`src/rtl/rsa_pkg.sv`:
```
// shared constants, types and the half to single conversion
package rsa_pkg;

  localparam logic [31:0] QNAN_BITS = 32'h7FC0_0000;

  localparam logic [1:0] CFG_ROW_COUNT      = 2'd0;
  localparam logic [1:0] CFG_COLUMN_COUNT   = 2'd1;
  localparam logic [1:0] CFG_SOURCE_IS_HALF = 2'd2;

  localparam logic REQ_ACCUM = 1'b0;
  localparam logic REQ_READ  = 1'b1;

  localparam logic [8:0] ROW_COUNT_RST    = 9'd256;
  localparam logic [6:0] COLUMN_COUNT_RST = 7'd64;

  typedef struct packed {
    logic [8:0] row_count;
    logic [6:0] column_count;
    logic       source_is_half;
  } cfg_regs_t;

  typedef enum logic [6:0] {
    ST_CLEAR = 7'b0000001,
    ST_IDLE  = 7'b0000010,
    ST_READ  = 7'b0000100,
    ST_OP    = 7'b0001000,
    ST_SUM   = 7'b0010000,
    ST_NORM  = 7'b0100000,
    ST_ROUND = 7'b1000000
  } back_state_t;

  function automatic logic [31:0] half_to_single(input logic [15:0] h);
    logic       s;
    logic [4:0] e;
    logic [9:0] f;
    logic [3:0] sh;
    logic [9:0] fn;
    logic [7:0] ex;
    s  = h[15];
    e  = h[14:10];
    f  = h[9:0];
    sh = 4'd0;
    // highest set bit decides the normalizing shift of a subnormal
    for (int i = 0; i < 10; i++) begin
      if (f[i]) sh = 4'(10 - i);
    end
    fn = f << sh;
    ex = 8'd113 - {4'd0, sh};
    if (e == 5'd31) begin
      half_to_single = {s, 8'hFF, f, 13'd0};
    end else if (e == 5'd0) begin
      if (f == 10'd0) half_to_single = {s, 31'd0};
      else            half_to_single = {s, ex, fn, 13'd0};
    end else begin
      half_to_single = {s, {3'd0, e} + 8'd112, f, 13'd0};
    end
  endfunction

endpackage

```
`src/rtl/rsa_front.sv`:
```
// front end: configuration registers, range check, address and value widening
module rsa_front import rsa_pkg::*; #(
  parameter int MAX_ROWS = 256,
  parameter int MAX_COLS = 64,
  parameter int ADDR_W   = 14
) (
  input  logic              clk,
  input  logic              rst_n,
  input  logic              cfg_we,
  input  logic [1:0]        cfg_index,
  input  logic [8:0]        cfg_data,
  input  logic              in_req_type,
  input  logic signed [31:0] in_target_row,
  input  logic [5:0]        in_column,
  input  logic [31:0]       in_grad_value,
  output logic              cmd_req,
  output logic              cmd_bad,
  output logic [31:0]       cmd_value,
  output logic [ADDR_W-1:0] cmd_addr
);
  localparam logic [31:0] ROWS_LIM = 32'(MAX_ROWS);
  localparam logic [31:0] COLS_LIM = 32'(MAX_COLS);

  cfg_regs_t   cfg_r, cfg_nxt;
  logic [31:0] row_bits, rlim, clim, col_w, addr_w32;

  always_comb begin
    cfg_nxt = cfg_r;
    if (cfg_we) begin
      unique case (cfg_index)
        CFG_ROW_COUNT:      cfg_nxt.row_count      = cfg_data;
        CFG_COLUMN_COUNT:   cfg_nxt.column_count   = cfg_data[6:0];
        CFG_SOURCE_IS_HALF: cfg_nxt.source_is_half = cfg_data[0];
        default: ;
      endcase
    end
  end

  always_ff @(posedge clk) begin
    if (!rst_n) begin
      cfg_r <= '{row_count: ROW_COUNT_RST, column_count: COLUMN_COUNT_RST,
                 source_is_half: 1'b0};
    end else begin
      cfg_r <= cfg_nxt;
    end
  end

  assign row_bits = in_target_row;
  assign col_w    = {26'd0, in_column};
  assign rlim = ({23'd0, cfg_r.row_count} < ROWS_LIM) ? {23'd0, cfg_r.row_count} : ROWS_LIM;
  assign clim = ({25'd0, cfg_r.column_count} < COLS_LIM) ?
                {25'd0, cfg_r.column_count} : COLS_LIM;

  // negative rows fail on the sign bit alone
  assign cmd_bad  = row_bits[31] || (row_bits >= rlim) || (col_w >= clim);
  assign addr_w32 = row_bits * COLS_LIM + col_w;
  assign cmd_addr = addr_w32[ADDR_W-1:0];
  assign cmd_req  = in_req_type;
  assign cmd_value = cfg_r.source_is_half ? half_to_single(in_grad_value[15:0])
                                          : in_grad_value;

endmodule

```
`config.mk`:
```
export PLATFORM = sky130hd
export DESIGN_NAME = rsa_front
export DESIGN_NICKNAME = d
export VERILOG_FILES = /design/src/rtl/rsa_pkg.sv /design/src/rtl/rsa_front.sv
export SDC_FILE = /design/constraint.sdc
export NUM_CORES = 1
export LEC_CHECK = 0
export ABC_AREA = 1
export BUFFER_PORTS_ARGS = -buffer_cell sky130_fd_sc_hd__buf_2
export CELL_PAD_IN_SITES_DETAIL_PLACEMENT = 1
export CELL_PAD_IN_SITES_GLOBAL_PLACEMENT = 1
export CORE_MARGIN = 2
export CORE_UTILIZATION = 27
export DETAILED_ROUTE_END_ITERATION = 10
export HOLD_SLACK_MARGIN = 0.1
export PLACE_DENSITY_LB_ADDON = 0.3
export REMOVE_ABC_BUFFERS = 1
export SLEW_MARGIN = 25
export SYNTH_ARGS = -nofsm -noshare
export SYNTH_HDL_FRONTEND = slang
export SYNTH_SLANG_ARGS = --single-unit
```
`constraint.sdc`:
```
create_clock -name clk -period 1.9 [get_ports clk]
set_input_delay 0.095 -clock clk [delete_from_list [all_inputs] [get_ports clk]]
set_output_delay 0.095 -clock clk [all_outputs]
set_load 0.005 [all_outputs]
```
# After elaboration in Yosys (flattened, before gate mapping)
# Index checks and enable logic that the tools add are counted.
[op_classes]
mux = 16
reduce_logical = 8
n_addsub = 3
magnitude_cmp = 4
shifts = 1
n_eq_ne = 3
[op_table]
columns = ["cell", "count"]
rows = [
  ["31-bit 2-to-1 mux", 3],
  ["4-bit 2-to-1 mux", 10],
  ["32-bit by 9-bit greater-or-equal comparator with 1-bit output", 1],
  ["32-bit 2-to-1 mux", 1],
  ["14-bit by 6-bit adder with 14-bit output", 1],
  ["10-bit logical NOT", 1],
  ["10-bit by 4-bit left shift with 10-bit output", 1],
  ["9-bit less-than comparator (second input constant)", 1],
  ["9-bit 2-to-1 mux", 1],
  ["5-bit by 7-bit adder with 8-bit output (second input constant)", 1],
  ["7-bit by 4-bit subtractor with 8-bit output (first input constant)", 1],
  ["6-bit by 7-bit greater-or-equal comparator with 1-bit output", 1],
  ["7-bit less-than comparator (second input constant)", 1],
  ["7-bit 2-to-1 mux", 1],
  ["2-bit AND reduction", 3],
  ["5-bit equality test (second input constant)", 1],
  ["5-bit logical NOT", 1],
  ["2-bit by 1-bit equality test with 1-bit output (second input constant)", 1],
  ["2-bit equality test (second input constant)", 1],
  ["2-bit logical NOT", 1],
  ["1-bit logical OR", 2],
]
[totals]
ff_bits = 17
out_inout_bits = 48
input_bits = 85
elab_cells = 38

# Depth between registers and ports, before layout
[logic_depth]
word_depth = 15
mapped_depth = 15
mapped_depth_nobuf = 15

# Worst setup path after synthesis
# No wires, ideal clock.
[synth_path]
path_kind = "register to output"
startpoint = "reg cfg_r[7] (netlist bit)"
endpoint = "out cmd_bad"
t_required_ps = 1805
arrival_ps = 1468
path_slack_ps = 337
stages_incl_launch_ff = 11
path_buffers = 0
path_cell_list = "dfxtp_1 > inv_1 > nand2_1 > ha_1 > o21ai_0 > a21boi_0 > o21ai_0 > a21boi_0 > o21a_1 > o21ai_0 > nand4_1"
[synth_between]
elab_chain_cells = 4
[synth_rtl]
columns = ["element", "line", "source"]
rows = [
  ["start, declared", "rsa_front.sv:24", "cfg_regs_t cfg_r, cfg_nxt;"],
  ["start signal, assigned", "rsa_front.sv:41", "cfg_r <= '{row_count: ROW_COUNT_RST, column_count: COLUMN_COUNT_RST,"],
  ["start signal, assigned", "rsa_front.sv:44", "cfg_r <= cfg_nxt;"],
  ["7-bit less-than comparator", "rsa_front.sv:51", "assign clim = ({25'd0, cfg_r.column_count} < COLS_LIM) ?"],
  ["7-bit 2-to-1 mux *", "rsa_front.sv:51", ""],
  ["6-bit by 7-bit greater-or-equal comparator with 1-bit output *", "rsa_front.sv:55", "assign cmd_bad = row_bits[31] || (row_bits >= rlim) || (col_w >= clim);"],
  ["1-bit logical OR *", "rsa_front.sv:55", ""],
  ["end, declared", "rsa_front.sv:17", "output logic cmd_bad,"],
]
# Mark *: on every way between the ends. The rest lies on a longest branch, timed or not.

# Worst setup path after layout
# Ends and elaborated chain as after synthesis.

==> metrics.txt <==
status=complete, but fails checks; violated checks=negative setup slack; area grow syn2layout=40.2%; most frequent cells after synthesis=67 x nor2_1, 66 x nand2_1, 32 x nand3_1; Synth cell types=37; register bit total from synthesis=17; via count=approximately 2,800; routability cong.=about 0.8; Post-synth EDFFs=0; CP Class=flip-flop to output port; fin cells=just under 600; Crit. End Element=output port; most frequent cell after synthesis=nor2_1; drc violations=0; share of the synthesized area in the top cell type=0.162; hold-critical path depth=3; Required @ worst endpoint=about 1.8 ns; Die H=approximately 90 um; average wire per cell in the routed design=13.2 um; Post-synth top flop=dfxtp_1; 1st-iter DRT viols=40; Leak=about 1.5 nW; clock-pin transition on the worst setup and hold timing paths=0.07 ns; Reg2Reg Capture Point=cfg_r[0]; skew final=0 ns; Initial Util=0.275; CTS Buf Count=3; crit path time final=roughly 1.9 ns; Async SR Flop Fraction=0; placed cell count=570; Most flops, register=cfg_r; drt via density=4.74; Rows=32; Fin Hold WS=about 0.11 ns; Fmax=513 MHz; Max clock buf depth=2; Min-Delay Startpoint=cfg_data[1]; initial antenna violation count=0; Final Setup Violations=1; worst rel slew slack=0.652; share of post-route cells with drive strength above 1=0.371; Ant. Diodes=0; power per cell area=about 400 nW/um2; RSZ-0062 raised after global routing=true; # IOs=approximately 130; Mapped Area=between 2000 and 2500 um2; Final #Nets=between 500 and 600; final critical-path share of the clock period=1.03; die area=roughly 8500 um2; max reg flops=17; worst hold path type=input port to flip-flop; Detailed Place HPWL=around 6.3 mm; core region area=approximately 7600 um2; Routed WL=approximately 7.7 mm; Final Max Tran Viols=0; synth top area cells=dfxtp_1 16%, nor2_1 12%, nand2_1 12%, ha_1 9.5%, nand3_1 7.6%; IO buf count=130; Slew @ Worst Pin=about 0.52 ns; H-tree depth=1; worst-path fanout max=3; Worst Setup Slack, final=-0.0492 ns; Skew-Pair Late Insertion Delay=approximately 0.26 ns; Largest regs=cfg_r x17; setup TNS=-0.0492 ns; Total Power=between 1 and 1.5 mW; register area share after synthesis=0.162; root buffer cell=clkbuf_8; # Max-Cap Violations=0; 1st-pass router iterations=4; # fillers=around 1,100; first-pass GRT wire length=12.4 mm; worst vdd ir=0.000289 V; Worst Path Arrival=roughly 1.9 ns; WHS Endpoint=cfg_r[9]; total track usage=0.176; YS warnings=0; pre-CTS setup slack=-0.0736 ns; Setup Fix Bufs, Post-CTS=0; Syn Area/Cell=slightly below 6 um2; chip width=roughly 90 um; Worst R2R Start=cfg_r[0]; critical path startpoint category=flip-flop; overflow left after global routing=0; R2R Setup Slk=roughly 0.95 ns; number of global-route vias before repair=2,759; CTS tree=done; Sink Count=17; area leader, netlist=dfxtp_1; largest net degree at the start of global routing=38; post-route ant nets=0; cells after synthesis=approximately 350; final hold viol count=0; FF-to-FF path depth=2
## layout by cell type, fill, tap and decap left out, types with 2 or more instances in the layout
| master | instances |
|---|---|
| nand2_4 | 2 |
| o211ai_1 | 3 |
| a21oi_1 | 22 |
| nor3_1 | 3 |
| a21boi_1 | 2 |
| o21ai_1 | 5 |
| ha_1 | 16 |
| nand3_1 | 32 |
| a31oi_1 | 5 |
| inv_1 | 29 |
| nor2_4 | 2 |
| dlygate4sd3_1 | 7 |
| nand2_2 | 7 |
| o21ai_0 | 22 |
| clkinv_1 | 2 |
| nor2_2 | 2 |
| dfxtp_1 | 15 |
| nor2_1 | 66 |
| nand3_2 | 2 |
| dfxtp_2 | 2 |
| buf_2 | 129 |
| clkbuf_8 | 3 |
| nand4_1 | 4 |
| buf_4 | 8 |
| nand2_1 | 62 |
| o21ai_2 | 2 |
| inv_2 | 7 |
| a21oi_2 | 4 |
| nor4_1 | 4 |
## timing repair
| item | in CTS | in global routing |
|---|---|---|
| hold buffers | 7 | 0 |
| setup endpoints to repair | 1 | 4 |
| endpoints found under the hold margin | 9 | 0 |
| gates resized for setup | 9 | 10 |
| pin swaps | 3 | 5 |
| gates cloned | 0 | 1 |
## final cells by class
type | count | area [um2] | share of cell area
multi-input combinational | 275 | 1500 | 0.507
timing repair buffer | 145 | 783 | 0.266
sequential | 17 | 343 | 0.116
inverter | 39 | 149 | 0.0505
tap | 102 | 128 | 0.0433
clock buffer | 3 | 41.3 | 0.0140
clock inverter | 1 | 7.51 | 0.00255
## cell families after synthesis
kind of cell | synth area share
and+or+nand+nor | 0.410
AOI/OAI and AO/OA | 0.191
adders and majority gates | 0.0952
buffers and inverters | 0.142
DFF | 0.162
## layer usage
metal / global-route usage / vias to the layer above / share of wire
met5: 0 / - / 0
met4: 0.0299 / 0 / 0.0075
met3: 0.0189 / 5 / 0.051
met2: 0.336 / 77 / 0.51
met1: 0.214 / 1266 / 0.43
li1: - / 1411 / -
## worst max-delay path, stage by stage, from the launching register on
cell	delay, ns
dfxtp_2	0.33
inv_2	0.06
nand2_1	0.06
ha_1	0.27
o21ai_1	0.08
a21boi_1	0.07
o21ai_1	0.12
a21boi_1	0.08
o21a_1	0.17
o21ai_2	0.14
nand4_1	0.09
buf_2	0.13
## stage by stage
| stage | cell area (um2) | util |
|---|---|---|
| global placement | 2790 | 0.365 |
| finish | 2950 | 0.385 |
| CTS | 2910 | 0.381 |
| detailed placement | 2790 | 0.365 |
| floorplan | 1950 | - |
| global route | 2950 | 0.385 |
## worst max-delay path by stage
stage	slack, ns	depth (start not counted)	startpoint	to
finish	-0.05	11	cfg_r[7]	cmd_bad
global placement	-0.05	11	cfg_r[1]	cmd_bad
global route	-0.22	10	cfg_r[16]	cmd_bad
CTS	-0.12	11	cfg_r[7]	cmd_bad
detailed placement	-0.07	11	cfg_r[1]	cmd_bad
floorplan	0.18	5	cfg_r[0]	cmd_value[19]
## report_power, final
group / internal, mW / switching [mW]
sequential: 0.375 / 0.00951
combinational: 0.222 / 0.280
clock: 0.148 / 0.129
Note: power is estimated with default switching activity, not from simulation.
