`src/rtl/rsa_queue.sv`:
```
// small first-in first-out queue of fixed-width items
module rsa_queue #(
  parameter int WIDTH = 8,
  parameter int DEPTH = 2
) (
  input  logic             clk,
  input  logic             rst_n,
  input  logic             push,
  input  logic [WIDTH-1:0] din,
  input  logic             pop,
  output logic [WIDTH-1:0] dout,
  output logic             full,
  output logic             empty
);
  localparam int PW = $clog2(DEPTH);

  logic [WIDTH-1:0] slot_r [DEPTH];
  logic [PW-1:0]    wp_r, wp_nxt, rp_r, rp_nxt;
  logic [PW:0]      cnt_r, cnt_nxt;
  logic             do_push, do_pop;

  assign full    = (cnt_r == (PW+1)'(DEPTH));
  assign empty   = (cnt_r == '0);
  assign do_push = push && !full;
  assign do_pop  = pop && !empty;
  assign dout    = slot_r[rp_r];

  always_comb begin
    wp_nxt  = wp_r;
    rp_nxt  = rp_r;
    cnt_nxt = cnt_r;
    if (do_push) wp_nxt = (wp_r == PW'(DEPTH - 1)) ? '0 : wp_r + 1'b1;
    if (do_pop)  rp_nxt = (rp_r == PW'(DEPTH - 1)) ? '0 : rp_r + 1'b1;
    if (do_push && !do_pop) cnt_nxt = cnt_r + 1'b1;
    else if (do_pop && !do_push) cnt_nxt = cnt_r - 1'b1;
  end

  always_ff @(posedge clk) begin
    if (!rst_n) begin
      wp_r  <= '0;
      rp_r  <= '0;
      cnt_r <= '0;
    end else begin
      wp_r  <= wp_nxt;
      rp_r  <= rp_nxt;
      cnt_r <= cnt_nxt;
    end
  end

  always_ff @(posedge clk) begin
    if (do_push) slot_r[wp_r] <= din;
  end

endmodule

```
`config.mk`:
```
export PLATFORM = sky130hd
export DESIGN_NAME = rsa_queue
export DESIGN_NICKNAME = d
export VERILOG_FILES = /design/src/rtl/rsa_queue.sv
export SDC_FILE = /design/constraint.sdc
export NUM_CORES = 1
export LEC_CHECK = 0
export BUFFER_PORTS_ARGS = -buffer_cell sky130_fd_sc_hd__buf_2
export CAP_MARGIN = 25
export CORE_ASPECT_RATIO = 1.25
export CORE_MARGIN = 4
export CORE_UTILIZATION = 30
export DETAILED_ROUTE_END_ITERATION = 12
export PLACE_DENSITY_LB_ADDON = 0.15
export SETUP_SLACK_MARGIN = 0.3
export SYNTH_ARGS = -nofsm -noshare
export SYNTH_HDL_FRONTEND = slang
export SYNTH_SLANG_ARGS = --single-unit
```
`constraint.sdc`:
```
create_clock -name clk -period 3.3 [get_ports clk]
set_input_delay 0.99 -clock clk [delete_from_list [all_inputs] [get_ports clk]]
set_output_delay 0.99 -clock clk [all_outputs]
set_load 0.005 [all_outputs]
```
After elaboration in Yosys (flattened, before gate mapping) --
Memories as Yosys holds them, arrays and structs flattened. A register that Yosys moved wholly into a read port is not among the register bits. Index checks and enable logic that the tools add are counted. Widths: inputs -> output; s select.
Cells by class: equality and inequality tests 1, multiplexer cells 8, reductions and logical operators 10, $add $sub $neg 4
Operators by type and width (number):
- $mux 1 | 6
- $logic_and 1x1->1 | 4
- $logic_not 1->1 | 4
- $mux 2 | 2
- $add 1x1->1 const B | 2
- $add 2x1->2 const B | 1
- $eq 2x2->1 const B | 1
- $logic_not 2->1 | 1
- $reduce_bool 2->1 | 1
- $sub 2x1->2 const B | 1
Storage, ports and cells: memories kept 1, flip-flop bits (word level) 4, bits in writable memories 16
Memories:
- slot_r | depth 2, width 8, rd ports 1, clocked after memory_dff 1, write ports 1, line 17 | logic [WIDTH-1:0] slot_r [DEPTH];

Longest topological paths before layout --
Gate-level depths: netlist (run 1).
depth after elaboration 7, gate-level depth with buffers 7, gate-level depth less buffers 7

Least setup slack after synthesis (run 1) --
No wires, ideal clock.
kind input -> register, start point in pop, end point reg cnt_r[1], stages on the path 4, setup time 70 ps, path buffers 0, data arrival time 1853 ps, setup slack 1377 ps, cell sequence o21ai_1 -> ha_1 -> or3_1 -> a21boi_1
On the way: cells in the longest elaborated chain, start to end 4, elaborated cells on any way between the ends 6, those cells by class 1 x mux; 5 x reduce/logical
Ends and longest elaborated chain:
- start: declaration | line 10 | input logic pop,
- $logic_and 1x1->1 (*) | line 25 | assign do_pop = pop && !empty;
- $logic_not 1->1 | line 34 | if (do_push && !do_pop) cnt_nxt = cnt_r + 1'b1;
- $logic_and 1x1->1 | line 34
- $mux 2 / $reduce_bool 2->1 (equally long branches)
- end signal: assignment | line 46 | cnt_r <= cnt_nxt;
- end: declaration | line 19 | logic [PW:0] cnt_r, cnt_nxt;
Mark *: on every way between the ends. The rest lies on a longest branch, timed or not. A chain may end at the register's enable or synchronous reset.

==> results of run 1 <==
-- final timing paths --
path                 start  slack, ns        to
setup / recovery      flop       0.97   dout[1]
hold / removal    cnt_r[1]       0.53  cnt_r[1]
setup reg to reg  cnt_r[0]       1.73  cnt_r[1]
hold reg to reg   cnt_r[1]       0.53  cnt_r[1]
-- layer usage --
layer  up-vias  share of wire (%)  global-route usage [%]
met5         -                  0                       0
met4         0                1.5                    4.67
met3         2                6.6                    2.26
met2        12                 52                    13.8
met1       219                 40                    8.57
li1        228                  -                       -
-- area by class of cell --
cell class / instances / share of cell area (%)
Sequential cell: 21 / 59.4
Multi-Input combinational cell: 26 / 22.2
Timing Repair Buffer: 21 / 10.8
Tap cell: 33 / 4.23
Clock buffer: 4 / 2.69
Inverter: 2 / 0.768
-- synthesized netlist by cell type --
cell type	n	area, um2
xor2_1	1	8.76
buf_2	1	5.00
nor2_1	2	7.51
ha_1	1	12.5
xnor2_1	2	17.5
inv_1	1	3.75
o21ai_0	1	5.00
mux2_2	8	90.1
a21boi_0	1	7.51
nor3_2	1	10.0
o21ai_1	1	5.00
edfxtp_1	16	480
inv_2	1	3.75
dfxtp_1	5	100
nand2b_1	1	6.26
and3_1	1	6.26
a21boi_1	1	7.51
and2_1	3	18.8
o21a_1	1	7.51
or3_1	1	6.26
-- critical path, cell delays in order, from the launching register on --
cell     delay [ns]
dfxtp_1        0.55
mux2_2         0.38
buf_2          0.12
-- power breakdown --
| part | leakage, nW | switching (mW) | internal (mW) |
|---|---|---|---|
| Clock | 0.0150 | 0.0686 | 0.0469 |
| Combinational | 0.173 | 0.0855 | 0.113 |
| Sequential | 0.191 | 0.0345 | 0.337 |
-- logic make-up after synthesis --
kind of cell / Yosys count / synth area share (%)
xor+xnor: 3 / 3.25
buf+inv: 3 / 1.54
flops: 21 / 71.7
mux: 8 / 11.1
fa+ha+maj: 1 / 1.55
simple gates: 9 / 6.80
compound gates: 5 / 4.02
-- registers in the layout (all words and copies together), names as in the netlist, named ones only --
| signal | count |
|---|---|
| slot_r | 16 |
| cnt_r | 2 |
| rp_r | 1 |
| wp_r | 1 |
-- stage by stage --
stage	power [mW]	utilization [%]	instances	worst slack, ns	hold slack [ns]
3_5_place_dp	0.582	38.0	103	1.18	0.519
6_report	0.686	39.1	107	0.970	0.531
5_1_grt	0.740	39.1	107	0.878	0.604
3_3_place_gp	0.580	38.0	103	1.22	0.512
2_1_floorplan	0.510	-	50	1.38	0.483
4_1_cts	0.699	39.1	107	0.925	0.539
==> reports/qor.txt, run 1 <==
Clock slew at reported path FFs - 0.10 ns
First-pass GRT wire length - 2.06 mm
Worst Max-Slew Pin Slew - 0.683 ns
CP required - 2.31 ns
Critical Path Start Type - flop
Number of global-route vias before repair - 494
Fin Setup TNS - 0 ns
Register area - 581 um2
RSZ-0062 raised after global routing - false
Commonest non-fill, non-tap cells in the layout - buf_2, edfxtp_1, mux2_2, dfxtp_1
Core area - 0.00250 mm2
Share of layout cells above drive strength 1 - 45.9%
FP Rows - 20
Detailed-route via count - 461
Mapped Area - 810 um2
Die Span X - 54.5 um
Initial antenna violation count - 0
DRT iter0 DRCs - 4
Final instance area - 977 um2
Total GRT Usage - 8.10%
P_leak - 0.379 nW
Synth Area per Inst - 16.2 um2
Die Span Y - 66.1 um
Slew margin rel. - 54.2%
Most common cell after layout, fill and taps aside - buf_2
CP max FO - 8
Setup Viol. Count Final - 0
Clock sinks - 21
Reg2reg path depth - 6
1st-pass router iterations - 2
Setup bufs post-CTS - 0
H-tree levels - 1
Peak VDD IR - 0.000312 V
Fin crit period - 2.33 ns
Vias per inst - 4.31
P per Cell Area - 702 mW/mm2
CP Capture Type - primary output
Fill cell count - 259
Seq/Total Area, Yosys - 71.7%
# resized after CTS - 0
Fmax - 429 MHz
Worst-skew pair later-pin latency - 0.29 ns
Syn Inst Count - 50
ANT cells - 0
Ys Warns - 0
Final GP Congestion - 0.648
Distinct cells, synth - 20
Antenna viol nets, final - 0
Hold Crit Class - flop to flop
Fin crit share - 70.6%
Area grow syn2layout - 20.7%
Number of max-cap violations - 0
Area of the multi-input gates - 216 um2
WL/cell - 11.4 um
DRC Markers - 0
Syn nets - 63
Initial Util - 32.3%
I/O Buffers - 21
Die footprint - 0.00360 mm2
Hold Buf Count CTS - 0
CTS Buf Count - 3
Clock Tree Root - clkbuf_4
Congestion Overflow GR - 0
CTS tree - yes
Final slew viol count - 0
Top-level I/O count - 22
Hold depth - 2
Worst clock skew - 0.00515 ns
Status - finished, final reports clean
Crit path DAT - 1.34 ns
Routed wire length - 1.22 mm
Flops & latches, synth - 21
Largest net degree at the start of global routing - 12
Clk buf depth - 2
Fin. Hold Viols - 0
Post-DP Area - 951 um2
Final nets - 88
Crit Path Category - flop to primary output
(Power assumes the default switching activity.)
==> run 2, diff against run 1 <==
Clock period 3.3 ns to 2.2 ns, I/O delays scaled along.
==> run 2 against run 1 <==
Effect of this change: via count shrank 0.43%; global-route usage grew 0.23 points; critical path type unchanged; count of clock-buffer cells in the layout shrank 1; setup slack lost 0.63 ns; combinational power grew 55%; wire length grew 1.6%; sequential cell count is the same; clock power grew 52%; sequential power grew 51%; die area is the same.
==> reports/qor.txt, run 2 (synthesis gave the netlist of run 1 again) <==
Final slew viol count - 0 (unchanged)
Worst Max-Slew Pin Slew - 0.403 ns (-0.280 ns)
H-tree levels - 1 (unchanged)
Top-level I/O count - 22 (unchanged)
CTS Buf Count - 3 (unchanged)
Fin crit share - 84.4%
FP Rows - 20 (unchanged)
Detailed Place HPWL - 901 um
Clock sinks - 21 (unchanged)
R2r startpoint - cnt_r[0]
Share of layout cells above drive strength 1 - 49.3% (+3.4 points)
Detailed-route via count - 459 (-0.43%)
Status - finished, final reports clean
ANT cells - 0 (unchanged)
Most common cell after layout, fill and taps aside - buf_2
CTS tree - yes
Crit path DAT - 1.20 ns (-0.14 ns)
M1 WL - 505 um (+3.1%)
I/O Buffers - 21 (unchanged)
Routed wl met3 - 67 um (-16%)
Crit Path Category - flop to primary output
Initial antenna violation count - 0 (unchanged)
Die footprint - 0.00360 mm2 (unchanged)
DRC Markers - 0 (unchanged)
Fin Setup TNS - 0 ns (unchanged)
CP Capture Type - primary output
Reg2reg path depth - 6 (unchanged)
Pre-CTS setup slack - 0.397 ns (-0.784 ns)
CP required - 1.54 ns (-0.77 ns)
Fmax - 538 MHz
Post-DP Area - 958 um2 (+0.79%)
Fin crit period - 1.86 ns
Worst-skew pair later-pin latency - 0.29 ns (about the same)
Tot Pwr - 1.05 mW (+52%)
Number of global-route vias before repair - 481 (-2.6%)
Placed Cells - 104 (+0.97%)
Critical Path Start Type - flop
Die Span Y - 66.1 um (unchanged)
Fill cell count - 256 (-1.2%)
Fin. Hold Viols - 0 (unchanged)
Largest register FFs - 16 (unchanged)
Non-Filler Instances - 108 (+0.93%)
End point of the critical path - dout[1]
Reg2Reg Setup Slack - 0.59 ns (-1.14 ns)
RSZ-0062 raised after global routing - true
Final GP Congestion - 0.687 (+6.0%)
Largest regs - slot_r: 16 flops, cnt_r: 2 flops
Clock slew at reported path FFs - 0.11 ns (about the same)
R2r endpoint - cnt_r[1]
P_leak - 0.387 nW (+2.2%)
Antenna viol nets, final - 0 (unchanged)
DRT iter0 DRCs - 3 (-1)
Peak VDD IR - 0.000504 V (+62%)
# resized after CTS - 2 (+2)
Setup bufs post-CTS - 0 (unchanged)
Core area - 0.00250 mm2 (unchanged)
Largest net degree at the start of global routing - 13 (+1)
Slew margin rel. - 73.2% (+19 points)
Total GRT Usage - 8.33% (+0.23 points)
Hold Crit Class - flop to flop
Vias per inst - 4.25 (-1.4%)
Setup Viol. Count Final - 0 (unchanged)
WL met2 - 630 um (+0.48%)
Highest Signal Layer - met4
Number of max-cap violations - 0 (unchanged)
Final WS setup - 0.343 ns (-0.627 ns)
Worst clock skew - 0.00283 ns (-0.00232 ns)
Routed wire length - 1.24 mm (+1.6%)
Clock Tree Root - clkbuf_4
First-pass GRT wire length - 2.08 mm (+0.97%)
Initial Util - 32.3% (unchanged)
1st-pass router iterations - 3 (+1)
Clk buf depth - 2 (unchanged)
WL/cell - 11.5 um (+0.70%)
Commonest non-fill, non-tap cells in the layout - buf_2, edfxtp_1, mux2_2, dfxtp_1
Hold Buf Count CTS - 0 (unchanged)
Congestion Overflow GR - 0 (unchanged)
Die Span X - 54.5 um (unchanged)
Final instance area - 990 um2 (+1.3%)
P per Cell Area - 1060 mW/mm2 (+50%)
Area grow syn2layout - 22.3%
Final nets - 89 (+1.1%)
CP max FO - 8 (unchanged)
Most flops, register - slot_r
-- run 2: cell types whose count changed in the layout (fill, tap and decap cells not counted), sizes merged --
| cell | previous run | this run |
|---|---|---|
| clkinv | 0 | 1 |
| buf | 21 | 22 |
| clkbuf | 4 | 3 |
-- run 2: report_power, final --
part / internal (mW) / switching (mW)
logic: 0.176 / 0.132
clock network: 0.0677 / 0.108
registers: 0.510 / 0.0515
-- run 2: worst max-delay path, cell delays in order, from the launching register on --
cell and delay (ns):
dfxtp_4 0.43, mux2_2 0.35, buf_2 0.13
-- run 2: metrics by stage --
stage	util (%)	hold WS [ns]
5_1_grt	39.6	0.521
4_1_cts	39.6	0.532
6_report	39.6	0.537
2_1_floorplan	-	0.483
3_5_place_dp	38.3	0.527
3_3_place_gp	38.3	0.513
-- run 2: layout make-up --
type	count	area, um2	area share [%]
clock buffer	3	22.5	2.28
clock inverter	1	5.00	0.506
inverter	2	7.51	0.759
multi-input combinational	26	216	21.9
sequential	21	584	59.0
tap	33	41.3	4.17
timing repair buffer	22	113	11.4
-- run 2: worst min path at each step --
stage,from,to,slack (ns),cells after the start
2_1_floorplan,cnt_r[1],cnt_r[1],0.48,2
3_3_place_gp,cnt_r[1],cnt_r[1],0.51,2
3_5_place_dp,cnt_r[1],cnt_r[1],0.53,2
4_1_cts,din[4],slot_r[0][4],0.53,1
5_1_grt,din[6],slot_r[1][6],0.52,1
6_report,cnt_r[1],cnt_r[1],0.54,2
-- run 2: per-layer routing --
layer	up-vias	track usage, %
met5	-	0
met4	0	6.54
met3	4	1.58
met2	14	14.2
met1	208	8.43
li1	233	-
